===== config.mk =====
export PLATFORM = sky130hd
export DESIGN_NAME = ar3d_gain
export DESIGN_NICKNAME = d
export VERILOG_FILES = /design/src/hdl/ar3d_pkg.sv /design/src/hdl/ar3d_gain.sv
export SDC_FILE = /design/constraint.sdc
export NUM_CORES = 2
export LEC_CHECK = 0
export BUFFER_PORTS_ARGS = -buffer_cell sky130_fd_sc_hd__buf_2
export CORE_ASPECT_RATIO = 1.75
export CORE_MARGIN = 4
export CORE_UTILIZATION = 55
export DETAILED_ROUTE_END_ITERATION = 8
export PLACE_DENSITY = 0.72
export SYNTH_ARGS = -nofsm -noshare
export SYNTH_HDL_FRONTEND = slang
export SYNTH_SLANG_ARGS = --single-unit

===== constraint.sdc =====
create_clock -name clk -period 9.8 [get_ports clk]
set_input_delay 0 -clock clk [delete_from_list [all_inputs] [get_ports clk]]
set_output_delay 0 -clock clk [all_outputs]
set_load 0.01 [all_outputs]

===== src/hdl/ar3d_pkg.sv =====
// ar3d_pkg: shared widths, item types, axis codes and the CORDIC arctangent
// table for the axis rotation block. No dependencies.
package ar3d_pkg;

  // Field widths (Q8.8 coordinates, binary angle)
  localparam int COORD_WIDTH = 16;
  localparam int ANGLE_WIDTH = 16;

  // CORDIC datapath
  localparam int GUARD_BITS      = 12;
  localparam int CORDIC_STEPS    = 24;
  localparam int STEPS_PER_STAGE = 2;
  localparam int CORDIC_STAGES   = CORDIC_STEPS / STEPS_PER_STAGE;
  localparam int DATA_WIDTH      = COORD_WIDTH + GUARD_BITS + 4;  // a/b with CORDIC growth
  localparam int RESID_WIDTH     = 32;                            // angle in 2^-32 turns

  // Gain compensation: (v * INV_GAIN + 2^(RND_SHIFT-1)) >>> RND_SHIFT
  localparam logic [31:0] INV_GAIN = 32'h9B74_EDA8;
  localparam int PROD_WIDTH = DATA_WIDTH + 33;
  localparam int RND_SHIFT  = 32 + GUARD_BITS;

  // Axis selector codes
  localparam logic [1:0] AXIS_X    = 2'd0;
  localparam logic [1:0] AXIS_Y    = 2'd1;
  localparam logic [1:0] AXIS_Z    = 2'd2;
  localparam logic [1:0] AXIS_NONE = 2'd3;

  typedef logic signed [COORD_WIDTH-1:0] coord_t;
  typedef logic signed [DATA_WIDTH-1:0]  data_t;
  typedef logic signed [RESID_WIDTH-1:0] resid_t;

  typedef struct packed {
    logic [1:0]             mode;
    coord_t                 in_x;
    coord_t                 in_y;
    coord_t                 in_z;
    logic [ANGLE_WIDTH-1:0] turn_angle;
  } pnt_t;

  typedef struct packed {
    coord_t out_x;
    coord_t out_y;
    coord_t out_z;
  } rot_t;

  // One item in flight through the CORDIC stages
  typedef struct packed {
    data_t      a;
    data_t      b;
    resid_t     resid;
    logic [1:0] mode;
    coord_t     x;
    coord_t     y;
    coord_t     z;
  } cord_t;

  // round(atan(2^-i) / (2 pi) * 2^32)
  function automatic resid_t atan_turn(input int idx);
    resid_t r;
    unique case (idx)
      0:       r = 32'h2000_0000;
      1:       r = 32'h12E4_051E;
      2:       r = 32'h09FB_385B;
      3:       r = 32'h0511_11D4;
      4:       r = 32'h028B_0D43;
      5:       r = 32'h0145_D7E1;
      6:       r = 32'h00A2_F61E;
      7:       r = 32'h0051_7C55;
      8:       r = 32'h0028_BE53;
      9:       r = 32'h0014_5F2F;
      10:      r = 32'h000A_2F98;
      11:      r = 32'h0005_17CC;
      12:      r = 32'h0002_8BE6;
      13:      r = 32'h0001_45F3;
      14:      r = 32'h0000_A2FA;
      15:      r = 32'h0000_517D;
      16:      r = 32'h0000_28BE;
      17:      r = 32'h0000_145F;
      18:      r = 32'h0000_0A30;
      19:      r = 32'h0000_0518;
      20:      r = 32'h0000_028C;
      21:      r = 32'h0000_0146;
      22:      r = 32'h0000_00A3;
      23:      r = 32'h0000_0051;
      default: r = '0;
    endcase
    return r;
  endfunction

endpackage


===== src/hdl/ar3d_gain.sv =====
// ar3d_gain: CORDIC gain compensation (multiply stage, then round/saturate
// and output assembly stage). Depends on ar3d_pkg.
module ar3d_gain (
  input  logic           clk,
  input  logic           rst,
  input  logic           en,
  input  logic           up_vld,
  input  ar3d_pkg::cord_t up,
  output logic           dn_vld,
  output ar3d_pkg::rot_t  dn
);
  import ar3d_pkg::*;

  localparam int QW = PROD_WIDTH - RND_SHIFT;

  typedef logic signed [PROD_WIDTH-1:0] prod_t;

  function automatic coord_t round_sat(input prod_t p);
    prod_t          r;
    logic [QW-1:0]  q;
    coord_t         s;
    r = p + $signed({{(PROD_WIDTH-RND_SHIFT){1'b0}}, 1'b1, {(RND_SHIFT-1){1'b0}}});
    q = r[PROD_WIDTH-1:RND_SHIFT];
    if ((&q[QW-1:COORD_WIDTH-1]) || !(|q[QW-1:COORD_WIDTH-1])) begin
      s = q[COORD_WIDTH-1:0];
    end else if (q[QW-1]) begin
      s = {1'b1, {(COORD_WIDTH-1){1'b0}}};
    end else begin
      s = {1'b0, {(COORD_WIDTH-1){1'b1}}};
    end
    return s;
  endfunction

  // multiply stage
  prod_t      prod_a;
  prod_t      prod_b;
  logic [1:0] mode;
  coord_t     x;
  coord_t     y;
  coord_t     z;
  logic       prod_vld;

  rot_t dn_next;

  always_ff @(posedge clk) begin
    if (rst) begin
      prod_vld <= 1'b0;
      dn_vld   <= 1'b0;
    end else if (en) begin
      prod_vld <= up_vld;
      dn_vld   <= prod_vld;
    end
    if (en) begin
      prod_a <= up.a * $signed({1'b0, INV_GAIN});
      prod_b <= up.b * $signed({1'b0, INV_GAIN});
      mode   <= up.mode;
      x      <= up.x;
      y      <= up.y;
      z      <= up.z;
      dn     <= dn_next;
    end
  end

  always_comb begin
    coord_t sa;
    coord_t sb;
    sa = round_sat(prod_a);
    sb = round_sat(prod_b);
    dn_next.out_x = x;
    dn_next.out_y = y;
    dn_next.out_z = z;
    unique case (mode)
      AXIS_X: begin
        dn_next.out_y = sa;
        dn_next.out_z = sb;
      end
      AXIS_Y: begin
        dn_next.out_z = sa;
        dn_next.out_x = sb;
      end
      AXIS_Z: begin
        dn_next.out_x = sa;
        dn_next.out_y = sb;
      end
      AXIS_NONE: begin
      end
    endcase
  end

endmodule


==> metrics.cfg <==
[run_status]
outcome = complete, no violations

[sta]
final-max-slew-violation-count = 0
setup_ws_ns = 2.213
max_freq_mhz = 131.8
period_share = 0.7741
whs_ns = 0.06693
post-route-min-period_ns = 7.587
slew_headroom = 0.1612
max_slew.worst_pin.slew_ns = 1.258
hold_violations = 0
rsz0062_at_grt = false
setup_tns_ns = 0
skew_ns = 0.01759
setup_viol = 0

[worst_setup_path]
crit_type = primary input to flip-flop
crit_path_end_kind = flip-flop
crit_fanout = 8
cp.arrival_ns = 7.75
start_kind = primary input
cp.required_ns = 9.96

[die]
boundaryPins = 199
coreArea_um2 = 77360
start_util = 0.5552
die_x_um = 219.3
die_y_um = 377.7
die-area_um2 = 82810
rows = 135

[placement]
place.gp.congestion = 1.033
placed_area_um2 = 44950
post-place-ws_ns = 1.952
hpwl_mm = 113.0
port_buffers = 166

[synth]
synth_top_area_cell = fa_1
synth_nets = 5972
synthArstFlopShare = 0
yosysUniqueCellTypes = 72
synth_edf_count = 142
seq_area_frac_synth = 0.1002
synth.cell_area_um2 = 42950
synth_seq_cells = 144
synthTopCellsByArea = fa_1 (39%), ha_1 (22%), inv_1 (12%)
synth_area_per_cell_um2 = 10.13
synth_ff_type = edfxtp_1
yosysWarnings = 0
synthCells = 4242
yosysTopAreaCellShare = 0.3906

[routing]
wl_per_cell_um = 23.49
viasPerCell = 5.483
dr.pass1.iters = 5
detail-route-antenna-nets = 0
dr_total_vias = 30064
drcViolationCount = 0
drtIter0Drc = 1534
drt_wl_total_mm = 128.8

[worst_hold_path]
worstHoldPathType = primary input to flip-flop

[cts]
cts_root_buf = clkbuf_16
clkSinkCount = 144
clk_pin_slew_ns = 0.07
htree_levels = 4
tritoncts = yes
clk_path_buf_depth = 2
cts_buffers = 17
clkLatencyLatePin_ns = 0.43

[flow_run]
timing.max_cap.violations = 0

[final_layout]
area_growth_pct = 7.291
final_common_cell = inv_1
nNetsFinal = 6172
final_cell_mix = inv_1 (1,328), fa_1 (838), ha_1 (742)
final_area_um2 = 46090
fill_cells = 6786
final_layout_size_suffix_gt1_frac = 0.05612

[global_routing]
grt_usage = 0.3206
first_global_vias = 34106
grt_max_degree = 82
antenna_found_initial = 6
grt_first_pass_wirelength_mm = 195.0
grt_overflow = 0

-- routing by layer --
layer	vias to the layer above	wire [um]	global-route usage
met4	10	15110	0.2815
met2	1018	68180	0.5874
met1	15003	40010	0.3088
met3	563	5441	0.04257
li1	13470	-	-
met5	-	57	0
-- worst max-delay path, cell delays in order --
cell      delay (ns)
buf_2           0.19
ha_1            0.51
xor2_1          0.21
ha_1            0.23
a21oi_1         0.57
xnor2_1         0.20
ha_1            0.17
nor2_1          0.06
fa_1            0.53
inv_1           0.05
fa_1            0.48
fa_1            0.45
fa_1            0.52
inv_1           0.06
fa_1            0.88
inv_1           0.11
ha_1            0.35
a21oi_1         0.17
o211ai_1        0.14
a2111o_1        0.45
a211oi_2        0.41
o31ai_1         0.21
a31oi_2         0.29
o21bai_2        0.12
a311oi_2        0.30
xnor2_1         0.10
-- logic make-up (layout without fill, tap and decap cells) --
logic type | after synthesis | count (layout) | synth area share
adder cells (fa/ha/maj) | 1580 | 1580 | 0.6067
buffers and inverters | 1374 | 1587 | 0.1204
AO/OA/AOI/OAI | 487 | 487 | 0.07262
AND/OR/NAND/NOR | 378 | 378 | 0.04282
XOR/XNOR | 273 | 273 | 0.05584
flip-flops | 144 | 144 | 0.1002
multiplexers | 6 | 6 | 0.001398
other | 0 | 1 | 0
-- timing repair --
| item | 4_1_cts | 5_1_grt |
|---|---|---|
| gates resized for setup | 0 | 0 |
| endpoints found under the hold margin | 52 | 0 |
| buffers inserted | 0 | 0 |
| hold buffers | 52 | 0 |
-- flip-flops by register name (all words and copies together), names as in the netlist --
signal and flops:
y 16, x 16, prod_a 22, prod_b 22, prod_vld 1, dn_vld 1
z 16, mode 2, dn 48
-- cell usage after synthesis, drive strengths merged, types with 34 or more instances --
cell / count
nand3: 34
nor2: 74
a21oi: 181
o21ai: 81
nand2: 152
ha: 742
clkbuf: 40
a21o: 80
edfxtp: 142
inv: 1328
fa: 838
xnor2: 114
a22oi: 50
xor2: 159
-- worst paths after layout --
kind                            depth (start not counted)  slack (ns)  startpoint    endpoint
worst max-delay path                                   26        2.21      up[88]  prod_b[58]
worst min register to register                          2        0.51      dn_vld      dn_vld
worst max register to register                          8        6.22  prod_a[47]      dn[37]
worst min-delay path                                    1        0.07          en       z[11]
-- final cells by class --
cell class                 instances  area, um2  area share
inverter                        1330       4992      0.1083
clock buffer                      17      425.4    0.009231
multi-input combinational       2724      33480      0.7264
tap                             1027       1285     0.02788
antenna                            1      2.502  0.00005430
timing repair buffer             225       1410     0.03060
sequential                       144       4304     0.09339
clock inverter                    15      188.9    0.004100
-- per-stage QoR --
| step | instances | utilization |
|---|---|---|
| after floorplan | 4242 | - |
| after global placement | 5398 | 0.5810 |
| after detailed placement | 5398 | 0.5810 |
| after CTS | 5482 | 0.5957 |
| after global routing | 5482 | 0.5957 |
| final | 5483 | 0.5957 |
Power is not shown: default switching activity piles up to over one toggle a cycle in this logic, so the estimate is an artifact.
