[src/hdl/ar3d_pkg.sv]
// ar3d_pkg: shared widths, item types, axis codes and the CORDIC arctangent
// table for the axis rotation block. No dependencies.
package ar3d_pkg;

  // Field widths (Q8.8 coordinates, binary angle)
  localparam int COORD_WIDTH = 16;
  localparam int ANGLE_WIDTH = 16;

  // CORDIC datapath
  localparam int GUARD_BITS      = 12;
  localparam int CORDIC_STEPS    = 24;
  localparam int STEPS_PER_STAGE = 2;
  localparam int CORDIC_STAGES   = CORDIC_STEPS / STEPS_PER_STAGE;
  localparam int DATA_WIDTH      = COORD_WIDTH + GUARD_BITS + 4;  // a/b with CORDIC growth
  localparam int RESID_WIDTH     = 32;                            // angle in 2^-32 turns

  // Gain compensation: (v * INV_GAIN + 2^(RND_SHIFT-1)) >>> RND_SHIFT
  localparam logic [31:0] INV_GAIN = 32'h9B74_EDA8;
  localparam int PROD_WIDTH = DATA_WIDTH + 33;
  localparam int RND_SHIFT  = 32 + GUARD_BITS;

  // Axis selector codes
  localparam logic [1:0] AXIS_X    = 2'd0;
  localparam logic [1:0] AXIS_Y    = 2'd1;
  localparam logic [1:0] AXIS_Z    = 2'd2;
  localparam logic [1:0] AXIS_NONE = 2'd3;

  typedef logic signed [COORD_WIDTH-1:0] coord_t;
  typedef logic signed [DATA_WIDTH-1:0]  data_t;
  typedef logic signed [RESID_WIDTH-1:0] resid_t;

  typedef struct packed {
    logic [1:0]             mode;
    coord_t                 in_x;
    coord_t                 in_y;
    coord_t                 in_z;
    logic [ANGLE_WIDTH-1:0] turn_angle;
  } pnt_t;

  typedef struct packed {
    coord_t out_x;
    coord_t out_y;
    coord_t out_z;
  } rot_t;

  // One item in flight through the CORDIC stages
  typedef struct packed {
    data_t      a;
    data_t      b;
    resid_t     resid;
    logic [1:0] mode;
    coord_t     x;
    coord_t     y;
    coord_t     z;
  } cord_t;

  // round(atan(2^-i) / (2 pi) * 2^32)
  function automatic resid_t atan_turn(input int idx);
    resid_t r;
    unique case (idx)
      0:       r = 32'h2000_0000;
      1:       r = 32'h12E4_051E;
      2:       r = 32'h09FB_385B;
      3:       r = 32'h0511_11D4;
      4:       r = 32'h028B_0D43;
      5:       r = 32'h0145_D7E1;
      6:       r = 32'h00A2_F61E;
      7:       r = 32'h0051_7C55;
      8:       r = 32'h0028_BE53;
      9:       r = 32'h0014_5F2F;
      10:      r = 32'h000A_2F98;
      11:      r = 32'h0005_17CC;
      12:      r = 32'h0002_8BE6;
      13:      r = 32'h0001_45F3;
      14:      r = 32'h0000_A2FA;
      15:      r = 32'h0000_517D;
      16:      r = 32'h0000_28BE;
      17:      r = 32'h0000_145F;
      18:      r = 32'h0000_0A30;
      19:      r = 32'h0000_0518;
      20:      r = 32'h0000_028C;
      21:      r = 32'h0000_0146;
      22:      r = 32'h0000_00A3;
      23:      r = 32'h0000_0051;
      default: r = '0;
    endcase
    return r;
  endfunction

endpackage

[src/hdl/ar3d_cordic_stage.sv]
// ar3d_cordic_stage: one pipeline register stage holding STEPS_PER_STAGE
// CORDIC micro-rotations. Depends on ar3d_pkg.
module ar3d_cordic_stage #(
  parameter int STEP_BASE = 0
) (
  input  logic           clk,
  input  logic           rst,
  input  logic           en,
  input  logic           up_vld,
  input  ar3d_pkg::cord_t up,
  output logic           dn_vld,
  output ar3d_pkg::cord_t dn
);
  import ar3d_pkg::*;

  cord_t dn_next;

  always_comb begin
    data_t  a;
    data_t  b;
    data_t  da;
    data_t  db;
    resid_t r;
    a = up.a;
    b = up.b;
    r = up.resid;
    for (int k = 0; k < STEPS_PER_STAGE; k++) begin
      da = b >>> (STEP_BASE + k);
      db = a >>> (STEP_BASE + k);
      if (!r[RESID_WIDTH-1]) begin
        a = a - da;
        b = b + db;
        r = r - atan_turn(STEP_BASE + k);
      end else begin
        a = a + da;
        b = b - db;
        r = r + atan_turn(STEP_BASE + k);
      end
    end
    dn_next       = up;
    dn_next.a     = a;
    dn_next.b     = b;
    dn_next.resid = r;
  end

  always_ff @(posedge clk) begin
    if (rst) begin
      dn_vld <= 1'b0;
    end else if (en) begin
      dn_vld <= up_vld;
    end
    if (en) begin
      dn <= dn_next;
    end
  end

endmodule

[config.mk]
export PLATFORM = sky130hd
export DESIGN_NAME = ar3d_cordic_stage
export DESIGN_NICKNAME = d
export VERILOG_FILES = /design/src/hdl/ar3d_pkg.sv /design/src/hdl/ar3d_cordic_stage.sv
export SDC_FILE = /design/constraint.sdc
export NUM_CORES = 1
export LEC_CHECK = 0
export ABC_AREA = 1
export BUFFER_PORTS_ARGS = -buffer_cell sky130_fd_sc_hd__buf_4
export CORE_UTILIZATION = 45
export DETAILED_ROUTE_END_ITERATION = 8
export MAX_ROUTING_LAYER = met4
export PLACE_DENSITY = 0.66
export RECOVER_POWER = 100
export SYNTH_ARGS = -nofsm -noshare
export SYNTH_HDL_FRONTEND = slang
export SYNTH_SLANG_ARGS = --single-unit
export TNS_END_PERCENT = 20
[constraint.sdc]
create_clock -name clk -period 5.7 [get_ports clk]
set_input_delay 0.57 -clock clk [delete_from_list [all_inputs] [get_ports clk]]
set_output_delay 0.57 -clock clk [all_outputs]
set_load 0.1 [all_outputs]
==> results.ini <==
[synth]
ys_seq_elements=147
syn_nets=3120
synthCells=2764
yosys.cell_types.count=50
syn_avg_cell_area_um2=6.75
yosysSeqAreaShare=0.236
yosysWarningCount=0
syn_area_um2=18700

[layout]
finalInstanceArea_um2=21500
n_fill_cell=4164
multi_input_area_um2=12300
layout.nets=3419
seq_area_um2=4400
drive_gt1_frac=0.120
area_delta_synth_final_pct=15.0
n_antenna_cell=0

[route]
drtPass1Iterations=6
viasPerCell=5.35
drc=0
num_vias=19300
wl_per_cell_um=19.1
wl_um=69000
first_iter_violations=1408
drtAntennaViolNets=0

[placed_design]
pre_cts_ws_ns=-0.0423
place_congestion=0.969
numPortBuffers=296
dpl-instance-area_um2=21500
dpl.hpwl_um=59600

[power_and_ir_drop]
power_switching_w=0.00498
total_leakage_power_nw=10.8
comb_power_share=0.657
p_sw_frac=0.586
p_int_w=0.00352
peakVddDrop_mv=0.315
power.clock.fraction=0.133
power_density_nw_per_um2=396
pwr-share-seq=0.210

[sta]
rsz0062_at_grt=false
fin_ws_ns=0.395
hold_viol=0
setup_violations=0
setup_tns_ns=0
fin_skew_ns=0
maxSlewHeadroom=-2.31
slew_violations=96
max_freq_mhz=189
finalCritPeriodShare=0.931
fin_crit_ns=5.30
worstMarginPinSlew_ns=4.97

[cts]
clkTransAtPathRegs_ns=0.06
clk_path_buf_depth=2
clk_latency_ns=0.43
numCtsBuffers=17
hold_buffers=0
cts_tree=done
clockRootBuffer=clkbuf_16
clock-sinks=147
htree_levels=4

[die]
fp.coreArea_um2=40800
die-area_um2=42300
start_util=0.457
num_rows=74
io_pins=297
die_y_um=206
die_w_um=206

[global_routing]
grt-ovfl-total=0
grt_use_total=0.330
grt_pass1_vias=18500
grt_max_degree=96
grt_pass1_wl_um=102000
antenna_found_initial=0

[outcome]
status=complete, but fails checks
violations=capacitance limit, slew limit

[hold_path]
hold_path.class=primary input to register

[worst_setup_path]
cp.required_ns=5.87
start_kind=primary input
critPathMaxFanout=4
cp.arrival_ns=5.47
crit_type=primary input to register
end_kind=register

[flow_run]
cap_violations=1

[final timing paths]
| path | from | endpoint | slack (ns) | cells after the start |
|---|---|---|---|---|
| setup / recovery | up[114] | dn[109]$_DFFE_PP_ | 0.40 | 24 |
| hold / removal | rst | dn_vld$_SDFFE_PP0P_ | 0.29 | 2 |
| setup reg to reg | dn_vld$_SDFFE_PP0P_ | dn_vld$_SDFFE_PP0P_ | 5.05 | 2 |
| hold reg to reg | dn_vld$_SDFFE_PP0P_ | dn_vld$_SDFFE_PP0P_ | 0.55 | 2 |
[cells in the final DEF (no fill, tap or decap), types with 4 or more instances in the layout]
cell and instances:
a21boi_0 10, a21oi_1 190, a21oi_2 12, a31oi_1 10, buf_4 125, clkbuf_1 163, clkbuf_16 17, clkbuf_4 45
clkinv_4 4, edfxtp_1 146, fa_1 7, ha_1 199, inv_1 396, inv_2 33, inv_6 4, nand2_1 778
nand2_2 43, nand2_4 8, nand3_1 256, nand3_2 20, nand4_1 44, nor2_1 181, nor2_2 28, nor2_4 14
nor3_1 10, nor4_1 4, o211ai_1 6, o21a_1 9, o21ai_0 96, o21ai_1 17, o21bai_1 12, o31ai_1 5
xnor2_1 43, xor2_1 101
[synthesized netlist by cell type (all sizes together)]
cell	count	area [µm²]
a2111oi	1	8.76
a211oi	3	22.5
a21boi	13	97.6
a21o	1	7.51
a21oi	202	1060
a221oi	3	26.3
a31oi	10	62.6
and2	1	6.26
buf	47	325
clkbuf	5	18.8
clkinv	3	11.3
dfxtp	1	20.0
edfxtp	146	4380
fa	7	140
ha	199	2490
inv	429	1610
mux2i	1	10.0
nand2	829	3280
nand2b	1	6.26
nand3	276	1490
nand3b	1	7.51
nand4	44	275
nor2	223	1020
nor3	13	80.1
nor4	4	25.0
o211a	1	10.0
o211ai	6	45.0
o21a	9	67.6
o21ai	116	592
o21bai	12	90.1
o221ai	3	26.3
o31ai	5	37.5
or2	3	18.8
xnor2	43	377
xor2	103	917
[what timing repair did]
item | 4_1_cts | 5_1_grt
endpoints found under the hold margin | 0 | 0
setup endpoints to repair | 0 | 1
buffers inserted | 0 | 0
gates resized for setup | 0 | 1
[cell type report]
| cell class | instances | share of cell area |
|---|---|---|
| Timing Repair Buffer | 332 | 0.0878 |
| Clock buffer | 20 | 0.0213 |
| Sequential cell | 147 | 0.205 |
| Multi-Input combinational cell | 2133 | 0.572 |
| Tap cell | 532 | 0.0310 |
| Inverter | 432 | 0.0756 |
| Clock inverter | 12 | 0.00677 |
[critical path: stages]
cell	delay, ns
clkbuf_1	0.11
inv_1	0.07
ha_1	0.14
inv_1	0.09
fa_1	0.50
inv_1	0.04
o21ai_1	0.29
inv_1	0.16
ha_1	0.30
nand2_1	0.04
o21ai_0	0.18
inv_1	0.11
ha_1	0.32
nand3_1	0.08
nand2_1	0.08
a21boi_0	0.34
o21ai_0	0.28
a21oi_1	0.33
o21ai_0	0.19
a21oi_1	0.32
o21ai_0	0.24
a21boi_0	0.39
o21bai_1	0.13
xor2_1	0.16
[flip-flops by register name, indices dropped and copies added, names as in the netlist]
| signal | cells |
|---|---|
| dn | 146 |
| dn_vld | 1 |
[metal layers]
metal  track usage  share of wire
met1         0.389           0.42
met3        0.0333          0.060
met4         0.142          0.045
met2         0.567           0.48
met5             -              0
[metrics by stage]
step / util / power (W) / hold WS, ns / instances
6_report: 0.525 / 0.00850 / 0.293 / 3608
5_1_grt: 0.525 / 0.00895 / 0.276 / 3608
4_1_cts: 0.541 / 0.00876 / 0.279 / 3608
3_5_place_dp: 0.526 / 0.00762 / 0.552 / 3576
3_3_place_gp: 0.526 / 0.00757 / 0.483 / 3576
2_1_floorplan: - / 0.00612 / 0.642 / 2764
[logic make-up after synthesis]
family,Yosys count,share of synthesized area
DFF,147,0.236
adders and majority gates,206,0.141
and+or+nand+nor,1395,0.333
xor gates and xnor gates,146,0.0693
AOI/OAI and AO/OA,385,0.115
muxes,1,0.000536
buffers and inverters,484,0.105
[power groups by stage]
stage,registers (W),logic [W],clock network (W)
floorplan,0.00392,0.00220,0
global placement,0.00181,0.00576,0
detailed placement,0.00181,0.00581,0
CTS,0.00179,0.00582,0.00115
global route,0.00180,0.00595,0.00120
finish,0.00179,0.00558,0.00113
No activity file was read; power rests on OpenSTA's default activity.
